<file path="src/hw/rtl/i2cm_pkg.sv">
`default_nettype none

package i2cm_pkg;

  localparam int unsigned CfgW    = 20;
  localparam int unsigned HalfW   = 16;
  localparam int unsigned TmoW    = 8;
  localparam int unsigned AddrW   = 7;
  localparam int unsigned TickW   = 20;
  localparam int unsigned MeasW   = 32;

  localparam logic [1:0] CMD_TICK  = 2'd0;
  localparam logic [1:0] CMD_WRITE = 2'd1;
  localparam logic [1:0] CMD_READ  = 2'd2;

  localparam logic [1:0] CFG_HALF_PERIOD  = 2'd0;
  localparam logic [1:0] CFG_ACK_TIMEOUT  = 2'd1;
  localparam logic [1:0] CFG_DEVICE_ADDR  = 2'd2;
  localparam logic [1:0] CFG_WRITE_SETTLE = 2'd3;

  localparam logic [HalfW-1:0] HALF_PERIOD_RST  = 16'd20;
  localparam logic [TmoW-1:0]  ACK_TIMEOUT_RST  = 8'd250;
  localparam logic [AddrW-1:0] DEVICE_ADDR_RST  = 7'd88;
  localparam logic [TickW-1:0] WRITE_SETTLE_RST = 20'd100000;

  // Byte positions of a read: the third byte carries the CRC
  localparam logic [2:0] BYTE_CRC       = 3'd2;
  localparam logic [2:0] BYTE_LAST_ACK  = 3'd4;
  localparam logic [2:0] BYTES_PER_READ = 3'd5;
  localparam logic [2:0] BYTES_PER_WRITE = 3'd3;
  localparam logic [3:0] BITS_PER_BYTE  = 4'd8;

  typedef enum logic [3:0] {
    PH_IDLE,
    PH_START_A,
    PH_START_B,
    PH_TX_LO,
    PH_TX_HI,
    PH_ACK_LO,
    PH_ACK_HI,
    PH_RX_LO,
    PH_RX_HI,
    PH_MACK_LO,
    PH_MACK_HI,
    PH_STOP_A,
    PH_STOP_B,
    PH_STOP_C,
    PH_SETTLE
  } phase_e;

  typedef struct packed {
    logic [1:0] command;
    logic [7:0] cmd_byte_hi;
    logic [7:0] cmd_byte_lo;
    logic       sda_in;
  } in_item_t;

  typedef struct packed {
    logic             scl;
    logic             sda_drive_low;
    logic             busy_res;
    logic             done_res;
    logic             ack_error;
    logic [MeasW-1:0] measurement;
  } out_item_t;

endpackage

`default_nettype wire

</file>
<file path="src/hw/rtl/i2cm_if.sv">
`default_nettype none

interface i2cm_in_if import i2cm_pkg::*; ();
  logic     valid;
  logic     ready;
  in_item_t data;

  modport source (output valid, output data, input ready);
  modport sink   (input valid, input data, output ready);
endinterface

interface i2cm_out_if import i2cm_pkg::*; ();
  logic      valid;
  logic      ready;
  out_item_t data;

  modport source (output valid, output data, input ready);
  modport sink   (input valid, input data, output ready);
endinterface

`default_nettype wire

</file>
<file path="src/hw/rtl/i2c_sensor_command_master.sv">
`default_nettype none

// Channel   Dir  Payload                                           Role
// cmd_i     in   command, cmd_byte_hi, cmd_byte_lo, sda_in         one timing tick
// res_o     out  scl, sda_drive_low, busy_res, done_res,           line levels and
//                ack_error, measurement                            status for the tick
// cfg_*     in   cfg_idx_i, cfg_wdata_i under cfg_we_i             register writes
//
// One tick is taken every cycle; its result appears in the output register on
// the following cycle. Between input and result register lie the bus sequencer's
// next-phase logic (a 20-bit increment and compare) and the line-level decode.
// A tick is taken while the output register is empty or being emptied, so a
// stalled sink holds back only one tick. Reset at once clears all state except
// the result payload and loads the register defaults; there is no start-up sweep.

module i2c_sensor_command_master import i2cm_pkg::*; (
  input  logic              clk_i,
  input  logic              rst_ni,
  i2cm_in_if.sink           cmd_i,
  i2cm_out_if.source        res_o,
  input  logic              cfg_we_i,
  input  logic [1:0]        cfg_idx_i,
  input  logic [CfgW-1:0]   cfg_wdata_i
);

  // Configuration registers
  logic [HalfW-1:0] half_q;
  logic [TmoW-1:0]  tmo_q;
  logic [AddrW-1:0] addr_q;
  logic [TickW-1:0] settle_q;

  always_ff @(posedge clk_i or negedge rst_ni) begin
    if (!rst_ni) begin
      half_q   <= HALF_PERIOD_RST;
      tmo_q    <= ACK_TIMEOUT_RST;
      addr_q   <= DEVICE_ADDR_RST;
      settle_q <= WRITE_SETTLE_RST;
    end else if (cfg_we_i) begin
      case (cfg_idx_i)
        CFG_HALF_PERIOD:  half_q   <= cfg_wdata_i[HalfW-1:0];
        CFG_ACK_TIMEOUT:  tmo_q    <= cfg_wdata_i[TmoW-1:0];
        CFG_DEVICE_ADDR:  addr_q   <= cfg_wdata_i[AddrW-1:0];
        CFG_WRITE_SETTLE: settle_q <= cfg_wdata_i[TickW-1:0];
        default: ;
      endcase
    end
  end

  // Sequencer state
  phase_e           phase_q, phase_d;
  logic [TickW-1:0] tick_q, tick_d;
  logic [3:0]       bit_q, bit_d;
  logic [2:0]       byte_q, byte_d;
  logic [7:0]       shift_q, shift_d;
  logic [MeasW-1:0] accum_q, accum_d;
  logic             rd_q, rd_d;
  logic             err_q, err_d;
  logic [15:0]      hold_q, hold_d;
  logic [MeasW-1:0] meas_q, meas_d;

  out_item_t        res_q;
  out_item_t        res_d;
  logic             res_valid_q;

  logic             in_acc;
  logic             cmd_start;
  phase_e           ph_cur;
  logic [TickW-1:0] tick_cur;
  logic [TickW-1:0] tick_inc;
  logic [HalfW-1:0] half_eff;
  logic             seg_over;
  logic             settle_over;
  logic [3:0]       bit_inc;
  logic [2:0]       byte_inc;
  logic             finish;
  logic             scl;
  logic             sdl;

  assign cmd_i.ready = !res_valid_q || res_o.ready;
  assign in_acc      = cmd_i.valid && cmd_i.ready;

  assign cmd_start = (phase_q == PH_IDLE) &&
                     (cmd_i.data.command == CMD_WRITE || cmd_i.data.command == CMD_READ);
  assign ph_cur    = cmd_start ? PH_START_A : phase_q;
  assign tick_cur  = cmd_start ? '0 : tick_q;

  assign half_eff    = (half_q == '0) ? HalfW'(1) : half_q;
  assign tick_inc    = tick_cur + TickW'(1);
  assign seg_over    = tick_inc >= {{(TickW-HalfW){1'b0}}, half_eff};
  assign settle_over = tick_inc >= settle_q;
  assign bit_inc     = bit_q + 4'd1;
  assign byte_inc    = byte_q + 3'd1;

  // Next phase and datapath
  always_comb begin
    phase_d = ph_cur;
    tick_d  = tick_cur;
    bit_d   = cmd_start ? 4'd0 : bit_q;
    byte_d  = cmd_start ? 3'd0 : byte_q;
    shift_d = cmd_start ? {addr_q, (cmd_i.data.command == CMD_READ)} : shift_q;
    accum_d = cmd_start ? '0 : accum_q;
    rd_d    = cmd_start ? (cmd_i.data.command == CMD_READ) : rd_q;
    err_d   = cmd_start ? 1'b0 : err_q;
    hold_d  = cmd_start ? {cmd_i.data.cmd_byte_hi, cmd_i.data.cmd_byte_lo} : hold_q;
    meas_d  = meas_q;
    finish  = 1'b0;

    case (ph_cur)
      PH_START_A, PH_TX_LO, PH_ACK_LO, PH_RX_LO, PH_MACK_LO, PH_STOP_A, PH_STOP_B: begin
        tick_d = seg_over ? '0 : tick_inc;
        if (seg_over) begin
          case (ph_cur)
            PH_START_A: phase_d = PH_START_B;
            PH_TX_LO:   phase_d = PH_TX_HI;
            PH_ACK_LO:  phase_d = PH_ACK_HI;
            PH_RX_LO:   phase_d = PH_RX_HI;
            PH_MACK_LO: phase_d = PH_MACK_HI;
            PH_STOP_A:  phase_d = PH_STOP_B;
            default:    phase_d = PH_STOP_C;
          endcase
        end
      end
      PH_START_B: begin
        tick_d = seg_over ? '0 : tick_inc;
        if (seg_over) begin
          bit_d   = 4'd0;
          phase_d = PH_TX_LO;
        end
      end
      PH_TX_HI: begin
        tick_d = seg_over ? '0 : tick_inc;
        if (seg_over) begin
          shift_d = {shift_q[6:0], 1'b0};
          bit_d   = bit_inc;
          phase_d = (bit_inc >= BITS_PER_BYTE) ? PH_ACK_LO : PH_TX_LO;
        end
      end
      PH_ACK_HI: begin
        if (!cmd_i.data.sda_in) begin
          tick_d = '0;
          bit_d  = 4'd0;
          byte_d = byte_inc;
          if (rd_q) begin
            byte_d  = 3'd0;
            shift_d = 8'd0;
            phase_d = PH_RX_LO;
          end else if (byte_inc >= BYTES_PER_WRITE) begin
            phase_d = PH_STOP_A;
          end else begin
            shift_d = (byte_inc == 3'd1) ? hold_q[15:8] : hold_q[7:0];
            phase_d = PH_TX_LO;
          end
        end else begin
          tick_d = tick_inc;
          // abort once the high samples exceed the tolerated count
          if (tick_inc > {{(TickW-TmoW){1'b0}}, tmo_q}) begin
            tick_d  = '0;
            err_d   = 1'b1;
            phase_d = PH_STOP_A;
          end
        end
      end
      PH_RX_HI: begin
        if (tick_cur == '0) begin
          shift_d = {shift_q[6:0], cmd_i.data.sda_in};
        end
        tick_d = seg_over ? '0 : tick_inc;
        if (seg_over) begin
          bit_d   = bit_inc;
          phase_d = (bit_inc >= BITS_PER_BYTE) ? PH_MACK_LO : PH_RX_LO;
        end
      end
      PH_MACK_HI: begin
        tick_d = seg_over ? '0 : tick_inc;
        if (seg_over) begin
          if (byte_q != BYTE_CRC) begin
            accum_d = {accum_q[MeasW-9:0], shift_q};
          end
          byte_d  = byte_inc;
          bit_d   = 4'd0;
          shift_d = 8'd0;
          phase_d = (byte_inc >= BYTES_PER_READ) ? PH_STOP_A : PH_RX_LO;
        end
      end
      PH_STOP_C: begin
        tick_d = seg_over ? '0 : tick_inc;
        if (seg_over) begin
          if (!rd_q && !err_q && settle_q != '0) begin
            phase_d = PH_SETTLE;
          end else begin
            finish = 1'b1;
          end
        end
      end
      PH_SETTLE: begin
        tick_d = settle_over ? '0 : tick_inc;
        finish = settle_over;
      end
      default: begin
        phase_d = PH_IDLE;
      end
    endcase

    if (finish) begin
      if (rd_q && !err_q) begin
        meas_d = accum_q;
      end
      phase_d = PH_IDLE;
      tick_d  = '0;
    end
  end

  // Line levels for the tick
  always_comb begin
    scl = 1'b1;
    sdl = 1'b0;
    case (ph_cur)
      PH_START_B:               sdl = 1'b1;
      PH_TX_LO: begin
        scl = 1'b0;
        sdl = !shift_q[7];
      end
      PH_TX_HI:                 sdl = !shift_q[7];
      PH_ACK_LO, PH_RX_LO:      scl = 1'b0;
      PH_MACK_LO: begin
        scl = 1'b0;
        sdl = byte_q < BYTE_LAST_ACK;
      end
      PH_MACK_HI:               sdl = byte_q < BYTE_LAST_ACK;
      PH_STOP_A: begin
        scl = 1'b0;
        sdl = 1'b1;
      end
      PH_STOP_B:                sdl = 1'b1;
      default: ;
    endcase
  end

  always_comb begin
    res_d.scl           = scl;
    res_d.sda_drive_low = sdl;
    res_d.busy_res      = (ph_cur != PH_IDLE);
    res_d.done_res      = finish;
    res_d.ack_error     = err_d;
    res_d.measurement   = meas_d;
  end

  always_ff @(posedge clk_i or negedge rst_ni) begin
    if (!rst_ni) begin
      phase_q <= PH_IDLE;
      tick_q  <= '0;
      bit_q   <= '0;
      byte_q  <= '0;
      shift_q <= '0;
      accum_q <= '0;
      rd_q    <= 1'b0;
      err_q   <= 1'b0;
      hold_q  <= '0;
      meas_q  <= '0;
    end else if (in_acc) begin
      phase_q <= phase_d;
      tick_q  <= tick_d;
      bit_q   <= bit_d;
      byte_q  <= byte_d;
      shift_q <= shift_d;
      accum_q <= accum_d;
      rd_q    <= rd_d;
      err_q   <= err_d;
      hold_q  <= hold_d;
      meas_q  <= meas_d;
    end
  end

  always_ff @(posedge clk_i or negedge rst_ni) begin
    if (!rst_ni) begin
      res_valid_q <= 1'b0;
    end else if (cmd_i.ready) begin
      res_valid_q <= cmd_i.valid;
    end
  end

  // hold the payload while the sink stalls
  always_ff @(posedge clk_i) begin
    if (in_acc) begin
      res_q <= res_d;
    end
  end

  assign res_o.valid = res_valid_q;
  assign res_o.data  = res_q;

  a_start_levels: assert property (@(posedge clk_i) disable iff (!rst_ni)
    (in_acc && cmd_start) |=>
      (res_q.busy_res && res_q.scl && !res_q.sda_drive_low && !res_q.ack_error &&
       !res_q.done_res))
    else $error("first tick of a transaction has wrong line levels");

  a_idle_tick: assert property (@(posedge clk_i) disable iff (!rst_ni)
    (in_acc && phase_q == PH_IDLE && !cmd_start) |=>
      (res_q.scl && !res_q.sda_drive_low && !res_q.busy_res && !res_q.done_res))
    else $error("idle tick drives the bus");

  a_meas_on_done: assert property (@(posedge clk_i) disable iff (!rst_ni)
    in_acc |=> (res_q.measurement == $past(meas_q) || res_q.done_res))
    else $error("measurement changed outside the end of a transaction");

  a_bit_range: assert property (@(posedge clk_i) disable iff (!rst_ni)
    (bit_q <= BITS_PER_BYTE) && (byte_q <= BYTES_PER_READ))
    else $error("bit or byte counter out of range");

endmodule

`default_nettype wire
</file>
<file path="src/flat_wrapper.sv">
// flat-port wrapper written by rule: the top's interface ports become plain ports
module i2c_sensor_command_master_flat import i2cm_pkg::*;
  (clk_i, rst_ni, cfg_we_i, cfg_idx_i, cfg_wdata_i, cmd_i_valid, cmd_i_data, cmd_i_ready, res_o_valid, res_o_data, res_o_ready);
  i2cm_in_if cmd_i_i ();
  i2cm_out_if res_o_i ();
  input  logic clk_i;
  input  logic rst_ni;
  input  logic cfg_we_i;
  input  logic [1:0] cfg_idx_i;
  input  logic [CfgW-1:0] cfg_wdata_i;
  input wire logic [$bits(cmd_i_i.valid)-1:0] cmd_i_valid;
  input wire logic [$bits(cmd_i_i.data)-1:0] cmd_i_data;
  output wire logic [$bits(cmd_i_i.ready)-1:0] cmd_i_ready;
  output wire logic [$bits(res_o_i.valid)-1:0] res_o_valid;
  output wire logic [$bits(res_o_i.data)-1:0] res_o_data;
  input wire logic [$bits(res_o_i.ready)-1:0] res_o_ready;
  assign cmd_i_i.valid = cmd_i_valid;
  assign cmd_i_i.data = cmd_i_data;
  assign cmd_i_ready = cmd_i_i.ready;
  assign res_o_valid = res_o_i.valid;
  assign res_o_data = res_o_i.data;
  assign res_o_i.ready = res_o_ready;
  i2c_sensor_command_master u_core (.clk_i(clk_i), .rst_ni(rst_ni), .cmd_i(cmd_i_i), .res_o(res_o_i), .cfg_we_i(cfg_we_i), .cfg_idx_i(cfg_idx_i), .cfg_wdata_i(cfg_wdata_i));
endmodule
</file>
<file path="config.mk">
export PLATFORM = sky130hd
export DESIGN_NAME = i2c_sensor_command_master_flat
export DESIGN_NICKNAME = d
export VERILOG_FILES = /design/src/hw/rtl/i2cm_pkg.sv /design/src/hw/rtl/i2cm_if.sv /design/src/hw/rtl/i2c_sensor_command_master.sv /design/src/flat_wrapper.sv
export SDC_FILE = /design/constraint.sdc
export NUM_CORES = 1
export LEC_CHECK = 0
export BUFFER_PORTS_ARGS = -buffer_cell sky130_fd_sc_hd__buf_2
export CAP_MARGIN = 25
export CORE_MARGIN = 3
export CORE_UTILIZATION = 50
export CTS_CLUSTER_SIZE = 20
export DETAILED_ROUTE_END_ITERATION = 16
export GPL_TIMING_DRIVEN = 0
export PLACE_DENSITY_LB_ADDON = 0.1
export SYNTH_ARGS = -nofsm -noshare
export SYNTH_HDL_FRONTEND = slang
export SYNTH_SLANG_ARGS = --single-unit
</file>
<file path="constraint.sdc">
create_clock -name clk_i -period 14.1 [get_ports clk_i]
set_input_delay 1.41 -clock clk_i [delete_from_list [all_inputs] [get_ports clk_i]]
set_output_delay 1.41 -clock clk_i [all_outputs]
set_load 0.05 [all_outputs]
</file>
* Yosys cells after proc, flatten, opt, wreduce, memory -nomap -nowiden
Index checks and enable logic that the tools add are counted.
** Storage, ports and cells
- Register bits :: 210
- Latch bits :: 0
- Output and inout port bits :: 39
- Memories kept :: 0
- ROM bits :: 0
- RAM bits :: 0
** Cells by class
- Muxes and demuxes :: 60
- $mul :: 0
- Eq/ne operators :: 21
- Reductions and logical operators :: 30
- Add/sub/neg operators :: 3
- Order comparisons :: 7
- Shift-type cells :: 0
- Divide/modulo/power cells :: 0
- Bitwise operators :: 0
** Operators by type and width (number)
- 2-to-1 mux 32 bit :: 6
- 2-to-1 mux 20 bit :: 6
- 2-to-1 mux 4 bit :: 19
- 2-to-1 mux 8 bit :: 8
- one-hot mux 20 bit (3 select lines) :: 1
- one-hot mux 4 bit (8 select lines) :: 1
- one-hot mux 8 bit (4 select lines) :: 1
- equality test 4 bit, second input constant :: 7
- one-hot mux 4 bit (6 select lines) :: 1
- adder 20 x 1 -> 20 bit, second input constant :: 1
- greater-or-equal comparator 20 x 16 -> 1 bit :: 1
- greater-or-equal comparator 20 bit :: 1
- greater-than comparator 20 x 8 -> 1 bit :: 1
- zero test 20 bit :: 1
- nonzero test 20 bit :: 1
- equality test 4 x 3 -> 1 bit, second input constant :: 4
- zero test 16 bit :: 1
- 2-to-1 mux 16 bit :: 1
- 2-to-1 mux 3 bit :: 5
- one-hot mux 4 bit (3 select lines) :: 1
- OR reduction 12 bit :: 1
- AND reduction 2 bit :: 5
- equality test 4 x 2 -> 1 bit, second input constant :: 2
- OR reduction 2 bit :: 4
- other kinds (24) :: 41

* Logic depth before layout (Yosys ltp)
Gate-level depths: netlist of the first run.
- Word-level depth :: 10
- Gate-level depth with buffers :: 25
- Gate-level depth less buffers :: 19

* Least setup slack after synthesis of the first run
No wires, ideal clock.
- Path kind :: input-to-reg
- Start :: input cmd_i_data[17]
- End :: register u_core.meas_q[10]
- Data arrival time :: 5.960 ns
- Cell stages on the path :: 23
- Setup slack :: 8.015 ns
- Library setup time :: 0.125 ns
- Cell sequence :: inv_1 -> ha_1 -> or2_1 -> buf_2 -> clkbuf_1 -> and2_1 -> ha_1 -> and3_1 -> clkbuf_1 -> nand4_1 -> or3_1 -> a21oi_1 -> ha_1 -> nand4_1 -> a2111oi_0 -> a21oi_1 -> nor4_1 -> a31o_2 -> nand3b_4 -> nand2b_4 -> buf_6 -> buf_6 -> mux2_4
** On the way
- Longest elaborated chain between the ends :: 9
- Elaborated cells between the ends (all ways) :: 14
- Those cells by class :: 1 x add/sub; 2 x order compare; 4 x eq/ne; 5 x mux; 2 x reduce/logical
** RTL lines
- start, declared :: line flat_wrapper.sv:12 : input wire logic [$bits(cmd_i_i.data)-1:0] cmd_i_data;
- equality test 2 x 1 -> 1 bit or equality test 2 bit (tied branches) :: line i2c_sensor_command_master.sv:83 : (cmd_i.data.command == CMD_WRITE || cmd_i.data.command == CMD_READ);
- logical OR 1 bit * :: line i2c_sensor_command_master.sv:83
- logical AND 1 bit * :: line i2c_sensor_command_master.sv:82 : assign cmd_start = (phase_q == PH_IDLE) &&
- 2-to-1 mux 20 bit :: line i2c_sensor_command_master.sv:85 : assign tick_cur = cmd_start ? '0 : tick_q;
- adder 20 x 1 -> 20 bit :: line i2c_sensor_command_master.sv:88 : assign tick_inc = tick_cur + TickW'(1);
- greater-or-equal comparator 20 x 16 -> 1 bit :: line i2c_sensor_command_master.sv:89 : assign seg_over = tick_inc >= {{(TickW-HalfW){1'b0}}, half_eff};
- 2-to-1 mux 1 bit :: line i2c_sensor_command_master.sv:187 : if (seg_over) begin
- one-hot mux 1 bit (2 select lines) * :: line i2c_sensor_command_master.sv:108 : case (ph_cur)
- named net u_core.finish :: line i2c_sensor_command_master.sv:75 : logic finish;
- 2-to-1 mux 32 bit * :: line i2c_sensor_command_master.sv:204 : if (finish) begin
- end signal, assigned :: line i2c_sensor_command_master.sv:270 : meas_q <= meas_d;
- end, declared :: line i2c_sensor_command_master.sv:59 : logic [MeasW-1:0] meas_q, meas_d;
The timed path passes the listed nets; every way through them passes the cells marked *.
A chain may end at the register's enable or synchronous reset.

* Worst setup path after layout of the first run
- Start :: input cmd_i_data[17]
- End :: register u_core.meas_q[3]
The elaborated chain is that of the path after synthesis.

==> impl_metrics.env, run 1 <==
export IMPL_groute_usage_overall_pct=23.1
export IMPL_final_period_utilization_pct=52.6
export IMPL_avgViaCountPerCell=5.90
export IMPL_cts_repair_resizes=0
export IMPL_syn_area_um2=11100
export IMPL_power_frac_seq_pct=41.0
export IMPL_post_synth_num_cell_types=76
export IMPL_wl_um=27500
export IMPL_share_clk_of_total_power_pct=33.4
export IMPL_layout_common_cells="sky130_fd_sc_hd__dfrtp_1, sky130_fd_sc_hd__buf_2, sky130_fd_sc_hd__mux2_2"
export IMPL_setup_total_negative_slack_ps=0
export IMPL_synthCells=988
export IMPL_place_congestion=0.920
export IMPL_critical_path_required_ps=14510
export IMPL_clock_root_buffer="sky130_fd_sc_hd__clkbuf_16"
export IMPL_remaining_drc_errors=0
export IMPL_cts_hold_buf=0
export IMPL_first_global_vias=8075
export IMPL_worst_skew_pair_late_latency_ps=530
export IMPL_cpMostUsedCell="sky130_fd_sc_hd__ha_1"
export IMPL_tritoncts_num_buffers=24
export IMPL_finalHoldViolCount=0
export IMPL_status="complete, no violations"
export IMPL_cts_tree="done"
export IMPL_io_pins=85
export IMPL_drtAntennaViolNets=0
export IMPL_fin_util_pct=59.5
export IMPL_drt_first_pass_iters=5
export IMPL_post_synthesis_to_final_layout_area_growth_pct=14.5
export IMPL_p_switching_uw=611
export IMPL_synth_seq_cells=210
export IMPL_crit_path_max_fanout=10
export IMPL_pin_count_of_the_biggest_net_entering_global_routing=115
export IMPL_vdd_ir_drop_max_v=0.000110
export IMPL_fraction_of_layout_instances_using_a_drive_strength_above_1_pct=26.0
export IMPL_core_um2=21400
export IMPL_critical_path_n_buffers_inverters=7
export IMPL_timing_max_cap_violations=0
export IMPL_power_static_leakage_nw=5.87
export IMPL_power_internal_mw=1.26
export IMPL_yosys_warnings=0
export IMPL_synth_sequential_area_ratio_pct=49.1
export IMPL_layout_min_cycle_time_ps=7420
export IMPL_netSwitchingFraction_pct=32.7
export IMPL_critical_path_top_delay_family="simple AND/OR/NAND/NOR gates"
export IMPL_arrival_ps=7830
export IMPL_detailedPlacementHpwl_um=19800
export IMPL_cpMaxStageDelayCell="sky130_fd_sc_hd__nor4_1"
export IMPL_rsz_0062_raised_after_global_routing="no"
export IMPL_die_w_um=155
export IMPL_initial_utilization_pct=52.0
export IMPL_critPathKind="input port to flop"
export IMPL_crit_path_cell_trace="buf_2 -> inv_1 -> ha_1 -> or2_1 -> buf_2 -> clkbuf_1 -> and2_1 -> ha_1 -> and3_1 -> clkbuf_1 -> nand4_1 -> or3_1 -> a21oi_1 -> ha_1 -> nand4_1 -> a2111oi_0 -> a21oi_1 -> nor4_1 -> a31o_2 -> nand3b_4 -> nand2b_4 -> buf_6 -> buf_6 -> mux2_4"
export IMPL_setup_viol_count_final=0
export IMPL_crit_end_element="flop"
export IMPL_cp_start_kind="input port"
export IMPL_postSynthAreaPerCell_um2=11.3
export IMPL_port_buffers=83
export IMPL_antenna_found_initial=1
export IMPL_clk_path_buf_depth=3
export IMPL_placementRows=53
export IMPL_power_combinational_fraction_pct=25.6
export IMPL_critPathMaxStageDelay_ps=480
export IMPL_routedWlPerCell_um=19.8
export IMPL_postCtsSetupRepairBufs=0
export IMPL_cts_num_sinks=210
export IMPL_achievable_frequency_mhz=135
export IMPL_die_area_um2=24100
export IMPL_drt_iter0_markers=797
export IMPL_via_count=8212
export IMPL_clock_skew_ps=11.9
export IMPL_timing_hold_worst_class="flop to flop"
export IMPL_fillers=1818
export IMPL_asyncSetResetFlopFracSynth_pct=82.4
export IMPL_fp_dieH_um=155
export IMPL_cts_max_level=1
export IMPL_final_nets=1196
export IMPL_slew_violations=0
export IMPL_power_density_cell_area_nw_per_um2=146
export IMPL_number_of_enable_type_register_cells_in_the_synthesized_netlist=37
export IMPL_dominantRegCellSynth="sky130_fd_sc_hd__dfrtp_1"
export IMPL_mostFrequentLayoutCell="sky130_fd_sc_hd__dfrtp_1"
export IMPL_postSynthNetCount=1085
export IMPL_max_slew_margin_pct=47.7
export IMPL_worst_pin_slew_ps=776
export IMPL_clk_transition_reported_paths_ps=60
export IMPL_grt_overflow_total=0
export IMPL_grt_first_pass_wirelength_um=44600
## power by group through the flow
| stage | logic, mW | clock network (mW) | registers [mW] |
|---|---|---|---|
| final | 0.479 | 0.623 | 0.765 |
| after global routing | 0.530 | 0.659 | 0.776 |
| after CTS | 0.475 | 0.638 | 0.764 |
| after detailed placement | 0.472 | 0 | 0.774 |
| after global placement | 0.465 | 0 | 0.773 |
| after floorplan | 0.317 | 0 | 0.776 |
## metrics by stage
step / hold slack, ps / cells / total power, mW / area (µm²) / worst slack [ps]
floorplan: 470 / 988 / 1.09 / 11100 / 8010
global placement: 483 / 1346 / 1.24 / 11900 / 6300
detailed placement: 490 / 1348 / 1.25 / 12000 / 6310
CTS: 503 / 1392 / 1.88 / 12700 / 6850
global route: 516 / 1393 / 1.96 / 12700 / 6060
finish: 503 / 1393 / 1.87 / 12700 / 6680
## flip-flops by register name, summed over array words and instances, names as in the netlist, 8 cells and up
name and flops:
u_core.accum_q 32, u_core.res_o.data 37, u_core.settle_q 20, u_core.meas_q 32, u_core.half_q 16, u_core.shift_q 8
u_core.hold_q 16, u_core.tmo_q 8, u_core.tick_q 20
## cells by family after synthesis
family | share of synthesized area, %
adder cells (fa/ha/maj) | 5.73
buffers and inverters | 4.57
multiplexers | 14.1
flip-flops | 49.1
AND/OR/NAND/NOR | 10.7
AO/OA/AOI/OAI | 14.5
XOR/XNOR | 1.34
## cells in the mapped netlist, types with 3 or more instances
library cell	n	area share [%]
sky130_fd_sc_hd__dfstp_2	17	4.0
sky130_fd_sc_hd__a31oi_1	6	0.34
sky130_fd_sc_hd__nor2b_1	6	0.34
sky130_fd_sc_hd__edfxtp_1	37	10
sky130_fd_sc_hd__a2111oi_0	3	0.24
sky130_fd_sc_hd__inv_1	60	2.0
sky130_fd_sc_hd__and2_1	5	0.28
sky130_fd_sc_hd__and4_1	4	0.31
sky130_fd_sc_hd__o31ai_1	5	0.34
sky130_fd_sc_hd__a22o_1	47	3.7
sky130_fd_sc_hd__and3_1	10	0.56
sky130_fd_sc_hd__a221oi_1	3	0.24
sky130_fd_sc_hd__nor4_1	15	0.84
sky130_fd_sc_hd__a21oi_1	41	1.8
sky130_fd_sc_hd__buf_6	6	0.61
sky130_fd_sc_hd__a21o_1	5	0.34
sky130_fd_sc_hd__nand4_1	14	0.79
sky130_fd_sc_hd__ha_1	51	5.7
sky130_fd_sc_hd__o21a_1	4	0.27
sky130_fd_sc_hd__o32ai_1	3	0.24
sky130_fd_sc_hd__nand2b_1	6	0.34
sky130_fd_sc_hd__nor3_1	16	0.72
sky130_fd_sc_hd__mux2_2	87	8.8
sky130_fd_sc_hd__o211ai_1	9	0.61
sky130_fd_sc_hd__xor2_1	6	0.47
sky130_fd_sc_hd__a22oi_1	3	0.20
sky130_fd_sc_hd__o221ai_1	3	0.24
sky130_fd_sc_hd__or4_1	4	0.27
sky130_fd_sc_hd__o22ai_1	15	0.84
sky130_fd_sc_hd__nor2_1	54	1.8
sky130_fd_sc_hd__o21ai_0	52	2.3
sky130_fd_sc_hd__or3_1	4	0.22
sky130_fd_sc_hd__mux2_4	30	4.0
sky130_fd_sc_hd__buf_2	9	0.40
sky130_fd_sc_hd__nand2_1	72	2.4
sky130_fd_sc_hd__dfrtp_1	156	35
sky130_fd_sc_hd__nand3_1	12	0.54
sky130_fd_sc_hd__xnor2_1	11	0.87
sky130_fd_sc_hd__a211oi_1	6	0.40
sky130_fd_sc_hd__clkbuf_1	30	1.0
sky130_fd_sc_hd__mux2i_1	14	1.3
sky130_fd_sc_hd__a211o_1	3	0.24
## layer usage
metal	GRT usage (%)	wire, µm	vias to the layer above
li1	-	-	3893
met1	36.5	13700	4007
met2	32.5	11500	262
met3	3.84	1710	50
met4	6.63	721	0
met5	0	0	-
## area by class of cell
class	instances	area, µm²	share of cell area [%]
Sequential cell	210	5460	42.8
Multi-Input combinational cell	666	5160	40.5
Clock buffer	35	673	5.28
Timing Repair Buffer	85	473	3.71
Tap cell	275	344	2.70
Buffer	50	278	2.18
Inverter	62	233	1.83
Clock inverter	9	120	0.942
Antenna cell	1	2.50	0.0196
## path summary, 6_finish.rpt
check | start | to | slack [ps] | cells past startpoint
min in group asynchronous | rst_ni | u_core.tick_q[15]$_DFFE_PN0P_ | 800 | 1
max | cmd_i_data[17] | u_core.meas_q[3]$_DFFE_PN0P_ | 6680 | 24
min | u_core.shift_q[7]$_DFFE_PN0P_ | u_core.accum_q[7]$_DFFE_PN0P_ | 500 | 1
min reg2reg | u_core.shift_q[7]$_DFFE_PN0P_ | u_core.accum_q[7]$_DFFE_PN0P_ | 500 | 1
max reg2reg | u_core.phase_q[3]$_DFFE_PN0P_ | u_core.meas_q[3]$_DFFE_PN0P_ | 7320 | 23
max in group asynchronous | rst_ni | u_core.meas_q[1]$_DFFE_PN0P_ | 12360 | 2
Power figures use the tool's default switching activity.
==> inputs of run 2 (changes only) <==
ABC_AREA = 1   (was default)
clock period = 6.95 ns   (was 14.1 ns; I/O delays follow)
==> run 2 against run 1 <==
Against the previous run:
- power increased to 2.7 times the previous value
- clock-buffer cell count increased by 2
- sequential power increased by 110%
- highest routed layer is now met5
- sequential cell count unchanged
- critical path depth increased by 8
- cell count increased by 43%
- global-route usage increased by 2.3 points
- critical path type unchanged
- register-to-register slack got worse by 6600 ps
==> impl_metrics.env, run 2 <==
export IMPL_status="complete, no violations"
export IMPL_critical_path_required_ps=7350
export IMPL_finalPower_mw=5.06
export IMPL_cts_repair_resizes=0
export IMPL_antenna_cells_inserted=0
export IMPL_power_internal_mw=2.90
export IMPL_drt_iter0_markers=1059
export IMPL_number_of_enable_type_register_cells_in_the_synthesized_netlist=37
export IMPL_timing_max_cap_violations=0
export IMPL_grt_first_pass_wirelength_um=54300
export IMPL_max_slew_margin_pct=45.5
export IMPL_groute_usage_overall_pct=25.4
export IMPL_remaining_drc_errors=0
export IMPL_placed_cells=1953
export IMPL_postCtsSetupRepairBufs=0
export IMPL_synth_commonest_cells="sky130_fd_sc_hd__nand2_1, sky130_fd_sc_hd__inv_1, sky130_fd_sc_hd__dfrtp_1"
export IMPL_slew_violations=0
export IMPL_cpMostUsedCell="sky130_fd_sc_hd__nand2_1"
export IMPL_setup_viol_count_final=0
export IMPL_first_global_vias=10280
export IMPL_cts_hold_buf=0
export IMPL_dominantRegCellSynth="sky130_fd_sc_hd__dfrtp_1"
export IMPL_drtAntennaViolNets=0
export IMPL_die_area_um2=26400
export IMPL_largest_register_ffs=37
export IMPL_mostFrequentLayoutCell="sky130_fd_sc_hd__nand2_1"
export IMPL_synth_seq_cells=210
export IMPL_synth_top_area_share_pct=31.9
export IMPL_routedWlPerCell_um=16.6
export IMPL_p_switching_mw=2.16
export IMPL_post_synth_top_area_cell="sky130_fd_sc_hd__dfrtp_1"
export IMPL_reg2reg_slack_ps=760
export IMPL_post_synthesis_to_final_layout_area_growth_pct=13.7
export IMPL_layoutNonFillerInstCount=1997
export IMPL_final_nets=1757
export IMPL_grt_overflow_total=0
export IMPL_via_count=10820
export IMPL_crit_path_max_fanout=10
export IMPL_drt_first_pass_iters=7
export IMPL_critPathKind="input port to flop"
export IMPL_worst_pin_slew_ps=818
export IMPL_share_clk_of_total_power_pct=25.5
export IMPL_synth_compound_area_share_pct=15.6
export IMPL_power_frac_seq_pct=32.1
export IMPL_cts_num_sinks=210
export IMPL_vdd_ir_drop_max_v=0.000238
export IMPL_timing_hold_worst_class="input port to async pin"
export IMPL_cts_max_level=1
export IMPL_clk_transition_reported_paths_ps=60
export IMPL_core_um2=23800
export IMPL_power_density_cell_area_nw_per_um2=364
export IMPL_regArea_um2=5460
export IMPL_layout_min_cycle_time_ps=6390
export IMPL_critPathMaxStageDelay_ps=530
export IMPL_netSwitchingFraction_pct=42.7
export IMPL_synthCells=1548
export IMPL_detailedPlacementHpwl_um=24600
export IMPL_syn_area_um2=12200
export IMPL_synth_top_cells_by_area="sky130_fd_sc_hd__dfrtp_1, sky130_fd_sc_hd__nand2_1, sky130_fd_sc_hd__edfxtp_1, sky130_fd_sc_hd__o21ai_0, sky130_fd_sc_hd__inv_1"
export IMPL_worst_r2r_path_depth=30
export IMPL_postSynthNetCount=1645
export IMPL_pin_count_of_the_biggest_net_entering_global_routing=94
export IMPL_post_synth_num_cell_types=50
export IMPL_final_period_utilization_pct=92.0
export IMPL_power_combinational_fraction_pct=42.4
export IMPL_timing_rr_end="u_core.accum_q[9]$_DFFE_PN0P_"
export IMPL_fillers=2168
export IMPL_yosys_mux_area_fraction_pct=0
export IMPL_antenna_found_initial=1
export IMPL_dominant_combinational_cell_family_by_area_after_synthesis="simple AND/OR/NAND/NOR gates"
export IMPL_yosys_area_share_simple_pct=25.0
export IMPL_initial_utilization_pct=51.5
export IMPL_worst_skew_pair_late_latency_ps=530
export IMPL_power_static_leakage_nw=6.93
export IMPL_wl_um=33100
export IMPL_fp_dieH_um=162
export IMPL_post_synth_top_count_cell="sky130_fd_sc_hd__nand2_1"
export IMPL_clock_root_buffer="sky130_fd_sc_hd__clkbuf_16"
export IMPL_port_buffers=84
export IMPL_fraction_of_layout_instances_using_a_drive_strength_above_1_pct=15.0
export IMPL_asyncSetResetFlopFracSynth_pct=82.4
export IMPL_placementRows=56
export IMPL_layout_common_cells="sky130_fd_sc_hd__nand2_1, sky130_fd_sc_hd__inv_1, sky130_fd_sc_hd__dfrtp_1"
export IMPL_avgViaCountPerCell=5.42
export IMPL_multi_input_comb_area_um2=5680
export IMPL_finalHoldViolCount=0
export IMPL_arrival_ps=6790
export IMPL_setup_ws_ps=558
export IMPL_tritoncts_num_buffers=24
export IMPL_setup_total_negative_slack_ps=0
export IMPL_synthXorXnorAreaFrac_pct=0.644
export IMPL_rsz_0062_raised_after_global_routing="no"
export IMPL_achievable_frequency_mhz=156
export IMPL_clk_path_buf_depth=3
export IMPL_cts_tree="done"
export IMPL_post_place_ws_ps=113
export IMPL_die_w_um=162
export IMPL_synth_sequential_area_ratio_pct=44.6
export IMPL_io_pins=85
export IMPL_yosys_warnings=0
export IMPL_synth_fa_ha_area_share_pct=5.21
export IMPL_regToRegStartpoint="u_core.phase_q[3]$_DFFE_PN0P_"
export IMPL_crit_end_element="flop"
export IMPL_postSynthAreaPerCell_um2=7.91
export IMPL_cp_start_kind="input port"
export IMPL_cpMaxStageDelayCell="sky130_fd_sc_hd__a21oi_1"
export IMPL_clock_skew_ps=18.8
export IMPL_place_congestion=0.952
run 2: changes by cell type in the layout (fill, tap and decap cells not counted), moves of 47 or more:
cell,change
sky130_fd_sc_hd__o21ai_0,+100
sky130_fd_sc_hd__inv_1,+133
sky130_fd_sc_hd__mux2_2,-87
sky130_fd_sc_hd__nand3_1,+52
sky130_fd_sc_hd__nand2_1,+391
sky130_fd_sc_hd__a22o_1,-47
run 2: worst max-delay path by stage:
stage | slack, ps | cells after the start | from | endpoint
floorplan | 1870 | 28 | cmd_i_data[17] | u_core.res_o.data[10]$_DFFE_PP_
global placement | 140 | 35 | cmd_i_data[17] | u_core.tick_q[10]$_DFFE_PN0P_
detailed placement | 110 | 32 | cmd_i_data[17] | u_core.accum_q[8]$_DFFE_PN0P_
CTS | 640 | 32 | cmd_i_data[17] | u_core.accum_q[8]$_DFFE_PN0P_
global route | 20 | 30 | cmd_i_data[17] | u_core.accum_q[9]$_DFFE_PN0P_
finish | 560 | 32 | cmd_i_data[17] | u_core.accum_q[9]$_DFFE_PN0P_
run 2: worst max-delay path: cells and delay by family:
kind / cells / cell delay, ps
AO/OA/AOI/OAI: 5 / 1050
adder cells (fa/ha/maj): 3 / 1020
buffers and inverters: 9 / 2080
AND/OR/NAND/NOR: 15 / 1930
run 2: metrics by stage:
| stage | utilization [%] | hold slack [ps] | instance area, µm² |
|---|---|---|---|
| after global routing | 58.6 | 201 | 13900 |
| after floorplan | - | 399 | 12200 |
| after CTS | 58.6 | 175 | 13900 |
| final | 58.6 | 144 | 13900 |
| after detailed placement | 55.2 | 461 | 13100 |
| after global placement | 55.0 | 457 | 13100 |
run 2: layer usage:
layer	vias to the layer above	GRT usage [%]	wire length [µm]
li1	5337	-	-
met2	371	40.0	14900
met3	40	3.71	2260
met4	2	5.04	492
met5	-	0	18
met1	5070	37.6	15400
run 2: area by class of cell:
type	instances	share of cell area, %
Buffer	63	2.62
Clock buffer	37	4.88
Clock inverter	7	0.845
Inverter	196	5.29
Multi-Input combinational cell	1079	40.8
Sequential cell	210	39.2
Tap cell	319	2.87
Timing Repair Buffer	86	3.43
run 2: power groups by stage:
stage / logic, mW / clock network [mW] / registers [mW]
6_report: 2.15 / 1.29 / 1.62
5_1_grt: 2.42 / 1.38 / 1.64
4_1_cts: 2.12 / 1.31 / 1.62
3_5_place_dp: 2.11 / 0 / 1.64
3_3_place_gp: 2.08 / 0 / 1.63
2_1_floorplan: 1.46 / 0 / 1.66
run 2: cells by family after synthesis:
logic type      count (synthesis)
simple gates                  697
flops                         210
xor+xnor                        9
fa+ha+maj                      51
buf+inv                       259
compound gates                322
==> inputs of run 3 (changes only) <==
CORE_MARGIN = 1.5   (was 3)
==> run 3 against run 2 <==
Against the previous run:
- setup slack got worse by 160 ps
- wire length rose by 0.60%
- design area grew 0.36%
- cell count rose by 0.30%
- via count up 0.29%
- register-to-register slack worse by 110 ps
- combinational power barely moved
- clock-buffer cell count decreased by 5
- maximum frequency is 2.5% lower
- clock skew grew 7.0 ps
- core utilization shrank 0.82 points
- non-clock buffer count stayed put
- critical endpoint is now u_core.accum_q[23]$_DFFE_PN0P_
- largest cell class unchanged
- largest power group unchanged
- highest routed layer is now met4
==> impl_metrics.env, run 3 (synthesized netlist as in run 2, its figures left out) <==
export IMPL_status="complete, no violations"
export IMPL_layout_common_cells="sky130_fd_sc_hd__nand2_1, sky130_fd_sc_hd__inv_1, sky130_fd_sc_hd__dfrtp_1"
export IMPL_layoutNonFillerInstCount=2003
export IMPL_remaining_drc_errors=0
export IMPL_worst_r2r_path_depth=26
export IMPL_drt_iter0_markers=822
export IMPL_regToRegStartpoint="u_core.phase_q[2]$_DFFE_PN0P_"
export IMPL_post_synthesis_to_final_layout_area_growth_pct=14.1
export IMPL_io_pins=85
export IMPL_post_place_ws_ps=-16.2
export IMPL_grt_overflow_total=0
export IMPL_max_slew_margin_pct=42.5
export IMPL_vdd_ir_drop_max_v=0.000219
export IMPL_slew_violations=0
export IMPL_crit_end_element="flop"
export IMPL_clk_path_buf_depth=3
export IMPL_pin_count_of_the_biggest_net_entering_global_routing=99
export IMPL_cpMaxStageDelayCell="sky130_fd_sc_hd__a21oi_1"
export IMPL_critPathMaxStageDelay_ps=670
export IMPL_clock_skew_ps=25.8
export IMPL_tritoncts_num_buffers=24
export IMPL_placementRows=57
export IMPL_cts_num_sinks=210
export IMPL_arrival_ps=6950
export IMPL_wl_um=33300
export IMPL_die_area_um2=25400
export IMPL_initial_utilization_pct=50.6
export IMPL_cts_max_level=1
export IMPL_cts_repair_resizes=0
export IMPL_port_buffers=84
export IMPL_placed_cells=1958
export IMPL_die_w_um=159
export IMPL_rsz_0062_raised_after_global_routing="no"
export IMPL_setup_total_negative_slack_ps=0
export IMPL_clk_transition_reported_paths_ps=60
export IMPL_finalHoldViolCount=0
export IMPL_drtAntennaViolNets=0
export IMPL_timing_rr_end="u_core.accum_q[23]$_DFFE_PN0P_"
export IMPL_setup_viol_count_final=0
export IMPL_final_period_utilization_pct=94.3
export IMPL_worst_pin_slew_ps=862
export IMPL_first_global_vias=10424
export IMPL_final_nets=1757
export IMPL_groute_usage_overall_pct=26.7
export IMPL_critPathKind="input port to flop"
export IMPL_largest_register_ffs=37
export IMPL_clock_root_buffer="sky130_fd_sc_hd__clkbuf_16"
export IMPL_timing_hold_worst_class="input port to async pin"
export IMPL_fin_util_pct=57.8
export IMPL_cp_start_kind="input port"
export IMPL_routedWlPerCell_um=16.6
export IMPL_timing_max_cap_violations=0
export IMPL_critical_path_required_ps=7350
export IMPL_fraction_of_layout_instances_using_a_drive_strength_above_1_pct=15.4
export IMPL_via_count=10851
export IMPL_postCtsSetupRepairBufs=0
export IMPL_critical_path_n_buffers_inverters=8
export IMPL_core_um2=24200
export IMPL_detailedPlacementHpwl_um=24600
export IMPL_cts_hold_buf=0
export IMPL_fp_dieH_um=159
export IMPL_worst_skew_pair_late_latency_ps=540
export IMPL_place_congestion=0.936
export IMPL_avgViaCountPerCell=5.42
export IMPL_mostFrequentLayoutCell="sky130_fd_sc_hd__nand2_1"
export IMPL_drt_first_pass_iters=5
export IMPL_power_static_leakage_nw=6.95
export IMPL_reg2reg_slack_ps=650
export IMPL_setup_ws_ps=396
export IMPL_power_density_cell_area_nw_per_um2=366
export IMPL_crit_path_max_fanout=10
export IMPL_critical_path_top_delay_family="buffers and inverters"
export IMPL_antenna_found_initial=1
export IMPL_layout_min_cycle_time_ps=6550
export IMPL_achievable_frequency_mhz=153
export IMPL_cts_tree="done"
export IMPL_grt_first_pass_wirelength_um=54700
export IMPL_finalPower_mw=5.11
==> run 3: cell types whose count changed in the layout (fill, tap and decap cells not counted), sizes merged <==
cell	delta
clkbuf	-5
bufinv	+1
clkinv	+2
diode	+1
clkinvlp	+2
==> run 3: worst max path at each step <==
stage / cells after the start / startpoint / slack [ps] / endpoint
after global routing: 32 / cmd_i_data[17] / 6 / u_core.shift_q[5]$_DFFE_PN0P_
after CTS: 28 / cmd_i_data[17] / 490 / u_core.accum_q[23]$_DFFE_PN0P_
after global placement: 31 / cmd_i_data[17] / 5 / u_core.tick_q[10]$_DFFE_PN0P_
after floorplan: 28 / cmd_i_data[17] / 1870 / u_core.res_o.data[10]$_DFFE_PP_
final: 28 / cmd_i_data[17] / 400 / u_core.accum_q[23]$_DFFE_PN0P_
after detailed placement: 28 / cmd_i_data[17] / -20 / u_core.accum_q[23]$_DFFE_PN0P_
==> run 3: worst reg2reg max path: cells and delay by family (launching register included) <==
| family | cells | cell delay (ps) |
|---|---|---|
| buf+inv | 7 | 2080 |
| compound gates | 5 | 1200 |
| flops | 1 | 320 |
| fa+ha+maj | 2 | 630 |
| xor+xnor | 1 | 320 |
| simple gates | 11 | 1610 |
==> run 3: layer usage <==
layer	global-route usage [%]	up-vias	wire length, µm
li1	-	5330	-
met1	37.2	5171	15200
met2	43.6	298	15400
met3	3.07	52	1670
met4	8.66	0	959
met5	0	-	0
==> run 3: area by class of cell <==
cell class	count	area, µm²
diodes	1	2.50
plain buffers	63	364
clock buffers	32	672
clock inverters	12	166
fillers	2285	10200
inverters	196	736
multi-input cells	1079	5680
flip-flops and latches	210	5460
well taps	324	405
repair buffers	86	478
==> run 3: power breakdown <==
group	switching [mW]	leakage [nW]	internal, mW	total, mW
Clock	0.527	0.404	0.827	1.35
Combinational	1.48	3.95	0.649	2.13
Sequential	0.157	2.59	1.47	1.63
==> run 3: through the flow <==
stage	hold slack (ps)	cell area, µm²
3_5_place_dp	461	13100
4_1_cts	168	14000
6_report	141	14000
5_1_grt	193	14000
2_1_floorplan	399	12200
3_3_place_gp	459	13100
